[src/rtl/core/symbol_language_tokenizer_macros.svh]
// Assertion helpers for the tokenizer.
`ifndef SYMBOL_LANGUAGE_TOKENIZER_MACROS_SVH
`define SYMBOL_LANGUAGE_TOKENIZER_MACROS_SVH

// Same-cycle implication.
`define SLT_ASSERT_IMPLY(label, clk, rst, ante, cons) \
   label: assert property (@(posedge clk) disable iff (rst) (ante) |-> (cons)) \
      else $error("tokenizer check failed: same-cycle implication");

// Next-cycle implication.
`define SLT_ASSERT_NEXT(label, clk, rst, ante, cons) \
   label: assert property (@(posedge clk) disable iff (rst) (ante) |=> (cons)) \
      else $error("tokenizer check failed: next-cycle implication");

`endif

[src/rtl/core/slt_pkg.sv]
`timescale 1ns / 1ps
`default_nettype none

package slt_pkg;

   // Text position counter wraps at this length.
   localparam int MAX_TEXT = 65536;
   localparam int POS_W    = $clog2(MAX_TEXT);

   localparam int LEN_W = 16;
   localparam logic [LEN_W-1:0] LEN_MAX = '1;

   // Result queue.
   localparam int FIFO_DEPTH = 4;
   localparam int PTR_W      = $clog2(FIFO_DEPTH);
   localparam int CNT_W      = $clog2(FIFO_DEPTH + 1);

   // Token kinds.
   localparam logic [3:0] KIND_UNKNOWN = 4'd0;
   localparam logic [3:0] KIND_ATOM    = 4'd1;
   localparam logic [3:0] KIND_NUMBER  = 4'd2;
   localparam logic [3:0] KIND_CHAR    = 4'd3;
   localparam logic [3:0] KIND_STRING  = 4'd4;
   localparam logic [3:0] KIND_LBRACE  = 4'd5;
   localparam logic [3:0] KIND_RBRACE  = 4'd6;
   localparam logic [3:0] KIND_ARROW   = 4'd7;
   localparam logic [3:0] KIND_COMMENT = 4'd8;

   // Fault codes.
   localparam logic [1:0] FAULT_NONE    = 2'd0;
   localparam logic [1:0] FAULT_UNTERM  = 2'd1;
   localparam logic [1:0] FAULT_BADCHAR = 2'd2;

   // Special code points.
   localparam logic [20:0] CP_NEWLINE  = 21'h0000A;
   localparam logic [20:0] CP_SPACE    = 21'h00020;
   localparam logic [20:0] CP_DQUOTE   = 21'h00022;
   localparam logic [20:0] CP_SQUOTE   = 21'h00027;
   localparam logic [20:0] CP_LBRACE   = 21'h0007B;
   localparam logic [20:0] CP_RBRACE   = 21'h0007D;
   localparam logic [20:0] CP_ARROW    = 21'h02190;
   localparam logic [20:0] CP_JOT      = 21'h0235D;
   localparam logic [20:0] CP_MATH_LO  = 21'h0002A;
   localparam logic [20:0] CP_MATH_HI  = 21'h0002F;
   localparam logic [20:0] CP_APL_LO   = 21'h02336;
   localparam logic [20:0] CP_APL_HI   = 21'h0237A;

   localparam int NUM_LISTED = 22;
   localparam logic [20:0] LISTED_SYMBOLS [NUM_LISTED] = '{
      21'h0007C, 21'h0007E, 21'h000AF, 21'h000D7, 21'h000F7, 21'h02218,
      21'h02223, 21'h0223C, 21'h02260, 21'h02264, 21'h02265, 21'h022C6,
      21'h02227, 21'h02228, 21'h02229, 21'h0222A, 21'h02308, 21'h0230A,
      21'h022A4, 21'h022A5, 21'h02282, 21'h02283
   };

   typedef enum logic [6:0] {
      MODE_IDLE       = 7'b0000001,
      MODE_ATOM       = 7'b0000010,
      MODE_NUMBER     = 7'b0000100,
      MODE_STRING     = 7'b0001000,
      MODE_CHAR_BODY  = 7'b0010000,
      MODE_CHAR_CLOSE = 7'b0100000,
      MODE_COMMENT    = 7'b1000000
   } mode_type;

   typedef struct packed {
      logic [20:0] code_point;
      logic        end_of_text;
   } req_type;

   typedef struct packed {
      logic [3:0]       token_kind;
      logic [15:0]      token_start;
      logic [LEN_W-1:0] token_length;
      logic [1:0]       fault;
      logic             final_of_run;
   } rsp_type;

endpackage

`default_nettype wire

[src/rtl/core/symbol_language_tokenizer.sv]
`timescale 1ns / 1ps
`default_nettype none
// Channel   Direction  Handshake            Payload
// req       in         req_valid/req_stall  slt_pkg::req_type (code_point, end_of_text)
// rsp       out        rsp_valid/rsp_stall  slt_pkg::rsp_type (kind, start, length, fault, final)
//
// One code point per cycle is taken while the result queue has room for two
// tokens; the lexer step is combinational between the input register and the
// queue, which holds the tokens on their way to rsp.
// An item that yields two tokens takes two rsp transfers; the 4-entry queue sets
// how long the block runs ahead of a stalled result side.
// Reset is synchronous: lexer idle, position zero, queue empty.
// end_of_text flushes any open token and restarts positions at zero.

`include "symbol_language_tokenizer_macros.svh"

module symbol_language_tokenizer (
   input  wire               clock,
   input  wire               reset,
   input  wire               req_valid,
   output logic              req_stall,
   input  wire slt_pkg::req_type req_payload,
   output logic              rsp_valid,
   input  wire               rsp_stall,
   output slt_pkg::rsp_type  rsp_payload
);

   // ---------------------------------------------------------------------
   // Input register
   // ---------------------------------------------------------------------
   logic               in_valid_ff, in_valid_in;
   slt_pkg::req_type   in_data_ff;
   logic               room;   // queue can take two tokens
   logic               fire;   // item in the input register is processed

   logic [slt_pkg::CNT_W-1:0] count_ff, count_in;

   assign room      = (count_ff <= slt_pkg::CNT_W'(slt_pkg::FIFO_DEPTH - 2));
   assign fire      = in_valid_ff && room;
   assign req_stall = in_valid_ff && !room;
   assign in_valid_in = req_stall ? in_valid_ff : req_valid;

   always_ff @(posedge clock) begin
      if (reset) begin
         in_valid_ff <= 1'b0;
      end else begin
         in_valid_ff <= in_valid_in;
      end
   end

   always_ff @(posedge clock) begin
      if (req_valid && !req_stall) begin
         in_data_ff <= req_payload;
      end
   end

   // ---------------------------------------------------------------------
   // Lexer state
   // ---------------------------------------------------------------------
   slt_pkg::mode_type              mode_ff, mode_in;
   logic [slt_pkg::POS_W-1:0]      pos_ff, pos_in;
   logic [slt_pkg::POS_W-1:0]      start_ff, start_in;
   logic [slt_pkg::LEN_W-1:0]      len_ff, len_in;

   function automatic logic [slt_pkg::POS_W-1:0] next_pos(input logic [slt_pkg::POS_W-1:0] p);
      logic [slt_pkg::POS_W-1:0] r;
      if (p == slt_pkg::POS_W'(slt_pkg::MAX_TEXT - 1)) begin
         r = '0;
      end else begin
         r = p + 1'b1;
      end
      return r;
   endfunction

   function automatic slt_pkg::rsp_type make_token(
      input logic [3:0]                 kind,
      input logic [slt_pkg::POS_W-1:0]  start,
      input logic [slt_pkg::LEN_W-1:0]  len,
      input logic [1:0]                 flt
   );
      slt_pkg::rsp_type t;
      t.token_kind   = kind;
      t.token_start  = 16'(start);
      t.token_length = len;
      t.fault        = flt;
      t.final_of_run = 1'b0;
      return t;
   endfunction

   // Character classes, all parallel compares.
   logic [20:0] cp;
   logic        eot;
   logic        is_letter, is_digit, is_sym, is_listed;
   logic [slt_pkg::NUM_LISTED-1:0] listed_hit;

   assign cp  = in_data_ff.code_point;
   assign eot = in_data_ff.end_of_text;

   always_comb begin
      for (int i = 0; i < slt_pkg::NUM_LISTED; i++) begin
         listed_hit[i] = (cp == slt_pkg::LISTED_SYMBOLS[i]);
      end
   end

   assign is_listed = |listed_hit;
   assign is_sym    = ((cp >= slt_pkg::CP_MATH_LO) && (cp <= slt_pkg::CP_MATH_HI))
                   || ((cp >= slt_pkg::CP_APL_LO) && (cp <= slt_pkg::CP_APL_HI))
                   || is_listed;
   assign is_letter = ((cp >= 21'h61) && (cp <= 21'h7A)) || ((cp >= 21'h41) && (cp <= 21'h5A));
   assign is_digit  = (cp >= 21'h30) && (cp <= 21'h39);

   // What a character does when it opens a new token.
   slt_pkg::mode_type          bg_mode;
   logic                       bg_set;
   logic [slt_pkg::POS_W-1:0]  bg_start;
   logic [slt_pkg::LEN_W-1:0]  bg_len;
   logic                       bg_emit;
   logic [3:0]                 bg_kind;

   always_comb begin
      bg_mode  = slt_pkg::MODE_IDLE;
      bg_set   = 1'b0;
      bg_start = pos_ff;
      bg_len   = slt_pkg::LEN_W'(1);
      bg_emit  = 1'b0;
      bg_kind  = slt_pkg::KIND_UNKNOWN;
      // jot wins over the APL range
      priority if ((cp == slt_pkg::CP_SPACE) || (cp == slt_pkg::CP_NEWLINE)) begin
         bg_mode = slt_pkg::MODE_IDLE;
      end else if (cp == slt_pkg::CP_JOT) begin
         bg_mode = slt_pkg::MODE_COMMENT;
         bg_set  = 1'b1;
      end else if (is_sym) begin
         bg_emit = 1'b1;
         bg_kind = slt_pkg::KIND_ATOM;
      end else if (is_letter) begin
         bg_mode = slt_pkg::MODE_ATOM;
         bg_set  = 1'b1;
      end else if (is_digit) begin
         bg_mode = slt_pkg::MODE_NUMBER;
         bg_set  = 1'b1;
      end else if (cp == slt_pkg::CP_SQUOTE) begin
         bg_mode  = slt_pkg::MODE_CHAR_BODY;
         bg_set   = 1'b1;
         bg_start = next_pos(pos_ff);
         bg_len   = '0;
      end else if (cp == slt_pkg::CP_DQUOTE) begin
         bg_mode  = slt_pkg::MODE_STRING;
         bg_set   = 1'b1;
         bg_start = next_pos(pos_ff);
         bg_len   = '0;
      end else if (cp == slt_pkg::CP_LBRACE) begin
         bg_emit = 1'b1;
         bg_kind = slt_pkg::KIND_LBRACE;
      end else if (cp == slt_pkg::CP_RBRACE) begin
         bg_emit = 1'b1;
         bg_kind = slt_pkg::KIND_RBRACE;
      end else if (cp == slt_pkg::CP_ARROW) begin
         bg_emit = 1'b1;
         bg_kind = slt_pkg::KIND_ARROW;
      end else begin
         bg_emit = 1'b1;
         bg_kind = slt_pkg::KIND_UNKNOWN;
      end
   end

   // Lexer step. Tokens come from three places, in this order: the token
   // closed by the current mode, the one-rune token opened by the delimiter,
   // and the flush at end of text. At most two of them fire together.
   logic                       len_sat_grow_ok;
   logic [slt_pkg::LEN_W-1:0]  len_grow;
   logic                       open_new;
   slt_pkg::mode_type          mode_mid;
   logic [slt_pkg::POS_W-1:0]  start_mid;
   logic [slt_pkg::LEN_W-1:0]  len_mid;
   logic                       cand0_vld, cand1_vld, cand2_vld;
   slt_pkg::rsp_type           cand0, cand1, cand2;

   assign len_sat_grow_ok = (len_ff != slt_pkg::LEN_MAX);
   assign len_grow        = len_sat_grow_ok ? (len_ff + 1'b1) : len_ff;

   always_comb begin
      mode_mid  = mode_ff;
      start_mid = start_ff;
      len_mid   = len_ff;
      open_new  = 1'b0;
      cand0_vld = 1'b0;
      cand0     = '0;
      cand1_vld = 1'b0;
      cand1     = '0;
      cand2_vld = 1'b0;
      cand2     = '0;

      unique case (mode_ff)
         slt_pkg::MODE_ATOM: begin
            if (is_letter) begin
               len_mid = len_grow;
            end else begin
               cand0_vld = 1'b1;
               cand0     = make_token(slt_pkg::KIND_ATOM, start_ff, len_ff, slt_pkg::FAULT_NONE);
               open_new  = 1'b1;
            end
         end
         slt_pkg::MODE_NUMBER: begin
            if (is_digit) begin
               len_mid = len_grow;
            end else begin
               cand0_vld = 1'b1;
               cand0     = make_token(slt_pkg::KIND_NUMBER, start_ff, len_ff,
                                      slt_pkg::FAULT_NONE);
               open_new  = 1'b1;
            end
         end
         slt_pkg::MODE_STRING: begin
            if (cp == slt_pkg::CP_DQUOTE) begin
               cand0_vld = 1'b1;
               cand0     = make_token(slt_pkg::KIND_STRING, start_ff, len_ff,
                                      slt_pkg::FAULT_NONE);
               mode_mid  = slt_pkg::MODE_IDLE;
            end else begin
               len_mid = len_grow;
            end
         end
         slt_pkg::MODE_CHAR_BODY: begin
            // body taken as is, even a quote
            mode_mid = slt_pkg::MODE_CHAR_CLOSE;
            len_mid  = slt_pkg::LEN_W'(1);
         end
         slt_pkg::MODE_CHAR_CLOSE: begin
            cand0_vld = 1'b1;
            cand0     = make_token(slt_pkg::KIND_CHAR, start_ff, slt_pkg::LEN_W'(1),
                                   (cp == slt_pkg::CP_SQUOTE) ? slt_pkg::FAULT_NONE
                                                              : slt_pkg::FAULT_BADCHAR);
            mode_mid  = slt_pkg::MODE_IDLE;
         end
         slt_pkg::MODE_COMMENT: begin
            // newline closes the comment and is consumed
            if (cp == slt_pkg::CP_NEWLINE) begin
               cand0_vld = 1'b1;
               cand0     = make_token(slt_pkg::KIND_COMMENT, start_ff, len_ff,
                                      slt_pkg::FAULT_NONE);
               mode_mid  = slt_pkg::MODE_IDLE;
            end else begin
               len_mid = len_grow;
            end
         end
         default: begin
            open_new = 1'b1;
         end
      endcase

      if (open_new) begin
         mode_mid  = bg_mode;
         if (bg_set) begin
            start_mid = bg_start;
            len_mid   = bg_len;
         end
         cand1_vld = bg_emit;
         cand1     = make_token(bg_kind, pos_ff, slt_pkg::LEN_W'(1), slt_pkg::FAULT_NONE);
      end

      // end of text: flush whatever is open
      if (eot) begin
         unique case (mode_mid)
            slt_pkg::MODE_ATOM: begin
               cand2_vld = 1'b1;
               cand2 = make_token(slt_pkg::KIND_ATOM, start_mid, len_mid, slt_pkg::FAULT_NONE);
            end
            slt_pkg::MODE_NUMBER: begin
               cand2_vld = 1'b1;
               cand2 = make_token(slt_pkg::KIND_NUMBER, start_mid, len_mid,
                                  slt_pkg::FAULT_NONE);
            end
            slt_pkg::MODE_STRING: begin
               cand2_vld = 1'b1;
               cand2 = make_token(slt_pkg::KIND_STRING, start_mid, len_mid,
                                  slt_pkg::FAULT_UNTERM);
            end
            slt_pkg::MODE_CHAR_BODY: begin
               cand2_vld = 1'b1;
               cand2 = make_token(slt_pkg::KIND_CHAR, start_mid, '0, slt_pkg::FAULT_UNTERM);
            end
            slt_pkg::MODE_CHAR_CLOSE: begin
               cand2_vld = 1'b1;
               cand2 = make_token(slt_pkg::KIND_CHAR, start_mid, slt_pkg::LEN_W'(1),
                                  slt_pkg::FAULT_UNTERM);
            end
            slt_pkg::MODE_COMMENT: begin
               cand2_vld = 1'b1;
               cand2 = make_token(slt_pkg::KIND_COMMENT, start_mid, len_mid,
                                  slt_pkg::FAULT_UNTERM);
            end
            default: begin
               cand2_vld = 1'b0;
            end
         endcase
      end
   end

   // End of text returns the lexer to its reset state.
   always_comb begin
      if (eot) begin
         mode_in  = slt_pkg::MODE_IDLE;
         pos_in   = '0;
         start_in = '0;
         len_in   = '0;
      end else begin
         mode_in  = mode_mid;
         pos_in   = next_pos(pos_ff);
         start_in = start_mid;
         len_in   = len_mid;
      end
   end

   always_ff @(posedge clock) begin
      if (reset) begin
         mode_ff  <= slt_pkg::MODE_IDLE;
         pos_ff   <= '0;
         start_ff <= '0;
         len_ff   <= '0;
      end else if (fire) begin
         mode_ff  <= mode_in;
         pos_ff   <= pos_in;
         start_ff <= start_in;
         len_ff   <= len_in;
      end
   end

   // Pack the candidates into at most two queue writes.
   slt_pkg::rsp_type tok0, tok1;
   logic [1:0]       tok_count;

   always_comb begin
      tok_count = 2'(cand0_vld) + 2'(cand1_vld) + 2'(cand2_vld);
      if (cand0_vld) begin
         tok0 = cand0;
         tok1 = cand1_vld ? cand1 : cand2;
      end else begin
         tok0 = cand1_vld ? cand1 : cand2;
         tok1 = cand2;
      end
      tok0.final_of_run = (tok_count == 2'd1);
      tok1.final_of_run = 1'b1;
   end

   // ---------------------------------------------------------------------
   // Result queue
   // ---------------------------------------------------------------------
   slt_pkg::rsp_type            fifo_ff [slt_pkg::FIFO_DEPTH];
   logic [slt_pkg::PTR_W-1:0]   wr_ptr_ff, wr_ptr_in;
   logic [slt_pkg::PTR_W-1:0]   rd_ptr_ff, rd_ptr_in;
   logic [slt_pkg::PTR_W-1:0]   wr_ptr_next;
   logic [1:0]                  push_count;
   logic                        pop;

   assign push_count  = fire ? tok_count : 2'd0;
   assign pop         = rsp_valid && !rsp_stall;
   assign wr_ptr_next = wr_ptr_ff + 1'b1;
   assign wr_ptr_in   = wr_ptr_ff + slt_pkg::PTR_W'(push_count);
   assign rd_ptr_in   = rd_ptr_ff + slt_pkg::PTR_W'(pop);
   assign count_in    = count_ff + slt_pkg::CNT_W'(push_count) - slt_pkg::CNT_W'(pop);

   always_ff @(posedge clock) begin
      if (reset) begin
         wr_ptr_ff <= '0;
         rd_ptr_ff <= '0;
         count_ff  <= '0;
      end else begin
         wr_ptr_ff <= wr_ptr_in;
         rd_ptr_ff <= rd_ptr_in;
         count_ff  <= count_in;
      end
   end

   always_ff @(posedge clock) begin
      if (push_count != 2'd0) begin
         fifo_ff[wr_ptr_ff] <= tok0;
      end
      if (push_count == 2'd2) begin
         fifo_ff[wr_ptr_next] <= tok1;
      end
   end

   assign rsp_valid   = (count_ff != '0);
   assign rsp_payload = fifo_ff[rd_ptr_ff];

   // ---------------------------------------------------------------------
   // Checks
   // ---------------------------------------------------------------------
   `SLT_ASSERT_IMPLY(a_queue_bound, clock, reset, 1'b1, count_ff <= slt_pkg::CNT_W'(slt_pkg::FIFO_DEPTH))
   `SLT_ASSERT_IMPLY(a_push_has_room, clock, reset, push_count != 2'd0, count_ff <= slt_pkg::CNT_W'(slt_pkg::FIFO_DEPTH - 2))
   `SLT_ASSERT_NEXT(a_eot_restarts, clock, reset, fire && in_data_ff.end_of_text, (mode_ff == slt_pkg::MODE_IDLE) && (pos_ff == '0))

endmodule

`default_nettype wire

[config.mk]
export PLATFORM = sky130hd
export DESIGN_NAME = symbol_language_tokenizer
export DESIGN_NICKNAME = d
export VERILOG_FILES = /design/src/rtl/core/slt_pkg.sv /design/src/rtl/core/symbol_language_tokenizer.sv
export VERILOG_INCLUDE_DIRS = /design/src /design/src/rtl/core
export SDC_FILE = /design/constraint.sdc
export NUM_CORES = 1
export LEC_CHECK = 0
export BUFFER_PORTS_ARGS = -buffer_cell sky130_fd_sc_hd__buf_2
export CAP_MARGIN = 20
export CORE_UTILIZATION = 36
export DETAILED_ROUTE_END_ITERATION = 8
export HOLD_SLACK_MARGIN = 0.15
export PLACE_DENSITY = 0.59
export SLEW_MARGIN = 5
export SYNTH_ARGS = -nofsm -noshare
export SYNTH_HDL_FRONTEND = slang
export SYNTH_SLANG_ARGS = --single-unit
[constraint.sdc]
create_clock -name clock -period 12.3 [get_ports clock]
set_clock_uncertainty 0.2 [all_clocks]
set_input_delay 0 -clock clock [delete_from_list [all_inputs] [get_ports clock]]
set_output_delay 0 -clock clock [all_outputs]
set_load 0.02 [all_outputs]
After elaboration in Yosys (flattened, before gate mapping)
Memory sizes are Yosys's and may differ from the RTL's. A register that Yosys moved wholly into a read port is not among the register bits.
Cells that the tools add are included.
{"block": "op_classes", "n_addsub": 9, "order_cmp": 11, "eq_ne": 46, "muxes": 90, "reduce_logical": 21}
{"operator": "$eq A21 B14 Y1 const B", "n": 19}
{"operator": "$mux W16", "n": 20}
{"operator": "$mux W39", "n": 6}
{"operator": "$pmux W39 S6", "n": 1}
{"operator": "$pmux W39 S5", "n": 1}
{"operator": "$eq A21 B7 Y1 const B", "n": 4}
{"operator": "$pmux W16 S5", "n": 1}
{"operator": "$eq A21 B6 Y1 const B", "n": 3}
{"operator": "$eq A21 B8 Y1 const B", "n": 3}
{"operator": "$ge A21 B6 Y1 const B", "n": 2}
{"operator": "$ge A21 B7 Y1 const B", "n": 2}
{"operator": "$le A21 B6 Y1 const B", "n": 2}
{"operator": "$le A21 B7 Y1 const B", "n": 2}
{"operator": "$mux W7", "n": 6}
{"operator": "$mux W38", "n": 1}
{"operator": "$mux W37", "n": 1}
{"operator": "$mux W36", "n": 1}
{"operator": "$add A16 B1 Y16 const B", "n": 2}
{"operator": "$mux W1", "n": 31}
{"operator": "$mux W3", "n": 10}
{"operator": "$pmux W7 S4", "n": 1}
{"operator": "$reduce_or A22 Y1", "n": 1}
{"operator": "$eq A21 B4 Y1 const B", "n": 1}
{"operator": "$ge A21 B14 Y1 const B", "n": 1}
{"operator": "30 further kinds", "n": 55}
{"block": "totals", "register_bits": 85, "mem_bits_rw": 156, "inputBits": 26, "out_inout_bits": 41, "wordCells": 188, "n_memories": 1}
{"memory": "fifo_ff", "words": 4, "word_bits": 39, "rd": 1, "rd_clocked_by_memory_dff": 1, "write_ports": 2, "line_no": "symbol_language_tokenizer.sv:349", "text": "slt_pkg::rsp_type fifo_ff [slt_pkg::FIFO_DEPTH];"}

Logic depth before layout (Yosys ltp)
{"block": "depth", "ltp_word": 18, "ltp_mapped": 20}

Worst setup path before layout
OpenSTA, ideal clock, no wires.
{"block": "synth_timing", "path_type": "register to register", "from": "register in_data_ff (netlist bit cp[16])", "to": "memory fifo_ff[1][10] (netlist bit) (enable)", "arrival_ps": 4328, "required_time_ps": 11708, "path_slack_ps": 7379, "stages_incl_launch_ff": 14, "period_less_slack_ps": 4921, "path_cell_list": "edfxtp_1 -> nor4_4 -> nand4_2 -> or4_1 -> buf_2 -> a32oi_1 -> o21ai_2 -> inv_2 -> fa_1 -> or4_1 -> clkbuf_1 -> and2_1 -> clkbuf_1 -> inv_1"}
{"element": "from (decl)", "line_no": "symbol_language_tokenizer.sv:32", "text": "slt_pkg::req_type in_data_ff;"}
{"element": "from (signal assigned)", "line_no": "symbol_language_tokenizer.sv:53", "text": "in_data_ff <= req_payload;"}
{"element": "to (decl)", "line_no": "symbol_language_tokenizer.sv:349"}

==> qor.yml <==
outcome: "finished clean"
cts_tree: "built"
nets: 1411
layout_commonest_cell: "nand2_1"
place_congestion: 0.899
synth_top_area_share_pct: 38.3
ys_warn_count: 0
grt_pass1_vias: 10400
arrival_ps: 7030
r2r_cells: 14
period_share_pct: 55.0
powerDensity_nw_per_um2: 148
end_kind: "flop"
clockRootBuffer: "clkbuf_16"
fin_hold_ws_ps: 261
clkTransAtPathRegs_ps: 60
cp_cell_sequence: "nor2_1 -> o2bb2ai_1 -> o2bb2ai_1 -> a211o_1 -> a32oi_1 -> o21ai_2 -> inv_2 -> fa_1 -> o21ai_1 -> or3_1 -> and2_1 -> inv_1 -> buf_4 -> o32a_1"
ir_worst_vdd_uv: 116
cts.path.max_buffers: 3
routed_via_density: 5.96
area_growth_pct: 16.0
grt_max_degree: 65
multi_input_comb_area_um2: 6230
synth_top_area_cell: "edfxtp_1"
hpwl_um: 25700
relSlewSlack_pct: 29.1
synth_flop_cell: "edfxtp_1"
final_cell_mix: "nand2_1, edfxtp_1, a21oi_1"
synth-seq-cells: 241
die-height_um: 195
numClockSinks: 241
drv_cap: 0
report.final.slew_viol_count: 0
hold_violations: 0
core_um2: 36500
grt_pass1_wl_um: 60100
start_util_pct: 36.5
overflow: 0
htreeDepth: 1
min_period_ps: 6760
drt_iter0_drc: 1093
rows: 70
vias: 11100
tightest_slew_ps: 1060
drt-total-wl_um: 38700
min_from: "fifo_ff[3][0]"
grt_setup_unrepaired: "no"
rr_endpoint: "fifo_ff[0][0]"
synthArstFlopShare_pct: 0
dieArea_um2: 37800
seqCellArea_um2: 6530
ios: 67
clk_latency_ps: 580
port_buffers: 66
drtAntennaViolNets: 0
final.setup.tns_ps: 0
layout-drive-gt1-share_pct: 16.5
die_w_um: 195
hold-path-endpoint: "fifo_ff[3][0]"
setup_viol: 0
ys_top_cells_by_area: "edfxtp_1, dfxtp_1, mux4_2"
n_antenna_cell: 0
leakage_nw: 4.73
regToRegSetupSlack_ps: 5540
r2r_start: "cp[3]"
min_path_cells: 1
critPathKind: "reg2reg"
cts_buffers: 28
drc_errors: 0
cp.required_ps: 12570
drt-pass1-iter-count: 5
wire_per_inst_um: 20.7
synth_area_per_cell_um2: 10.0
synth-seq-area-share_pct: 48.9
synth_edf_count: 170
gr-usage-all-layers_pct: 20.1
critical-path-top-delay-family: "compound AO/OA/AOI/OAI gates"
syn_area_um2: 13300
crit_buf_inv: 3
ys_types: 84
max_clock_freq_mhz: 148
critical-path-max-stage-delay_ps: 870
synth_cells: 1330
antenna_found_initial: 0
path_common_cell: "o2bb2ai_1"
worstHoldPathType: "reg2reg"
critPathSlowestCell: "edfxtp_1"
n_fill_cell: 3496
critPathLaunchType: "flop"
worst-path-max-fanout: 33
synth_nets: 1365
-- cell usage after synthesis (7+ instances only) --
library cell,n
nand2_1,173
mux4_2,39
dfxtp_1,71
buf_1,11
nand2b_1,13
and4_1,7
a22oi_1,34
inv_1,21
o21ai_0,39
clkbuf_1,79
nor2b_1,8
nand4_1,8
a21oi_1,141
edfxtp_1,170
o22ai_1,83
and3_1,17
nand3_1,30
nor3_1,30
xnor2_1,14
a22o_1,13
ha_1,7
a21o_1,7
a21oi_2,12
buf_2,24
and2_1,8
or3_1,11
o31ai_1,9
nor4_1,13
nor2_1,93
o21ai_1,7
-- per-stage QoR --
stage / worst slack [ps] / instance area [um^2] / utilization (%) / cells / power [mW]
global route: 5140 / 15500 / 42.4 / 1866 / 2.37
detailed placement: 5670 / 13900 / 38.1 / 1763 / 1.37
finish: 5540 / 15500 / 42.4 / 1866 / 2.29
global placement: 5800 / 13900 / 38.0 / 1762 / 1.36
floorplan: 7380 / 13300 / - / 1330 / 1.24
CTS: 5660 / 15500 / 42.3 / 1865 / 2.31
-- worst max path at each step --
stage	slack (ps)	depth (start not counted)	endpoint	start
2_1_floorplan	7380	13	fifo_ff[1][10]	cp[16]
3_3_place_gp	5800	14	fifo_ff[0][0]	cp[3]
3_5_place_dp	5670	14	fifo_ff[0][0]	cp[3]
4_1_cts	5660	14	fifo_ff[0][0]	cp[3]
5_1_grt	5140	14	fifo_ff[0][0]	cp[3]
6_report	5540	14	fifo_ff[0][0]	cp[3]
-- final cells by class --
class                           count  area share, %
Sequential cell                   241           42.2
Multi-Input combinational cell    945           40.2
Timing Repair Buffer              135           6.37
Clock buffer                       35           4.96
Tap cell                          468           3.79
Clock inverter                     17           1.83
Inverter                           25          0.607
-- flip-flops by register name (all words and copies together), names as in the netlist --
register	count
wr_ptr_ff	2
cp	21
in_valid_ff	1
count_ff	3
len_ff	16
fifo_ff	156
start_ff	16
mode_ff	7
eot	1
pos_ff	16
rd_ptr_ff	2
-- logic make-up after synthesis --
family / synth area share, %
and+or+nand+nor: 17.0
DFF: 48.9
muxes: 7.31
buffers and inverters: 4.43
adders and majority gates: 0.957
AOI/OAI and AO/OA: 20.3
xor gates and xnor gates: 1.12
-- metal layers --
metal,part of all wire (%),global-route usage [%]
met5,0,0
met4,2.3,5.14
met3,7.6,2.93
met2,45,31.7
met1,45,28.8
-- worst reg2reg max path: cells and delay by family, from the launching register on --
family | cells | cell delay (ps)
AOI/OAI and AO/OA | 7 | 2440
and+or+nand+nor | 3 | 1720
buffers and inverters | 3 | 890
DFF | 1 | 870
adders and majority gates | 1 | 570
-- power by group --
part	switching (mW)	internal (mW)	total (mW)
Combinational	0.250	0.169	0.419
Clock	0.342	0.588	0.930
Sequential	0.0273	0.911	0.938
-- repair_timing --
action                                 CTS  global route
buffers inserted                         0             0
resized for setup                        0             0
hold buffers                            50             0
endpoints found under the hold margin  107             0
Power figures use the tool's default switching activity.
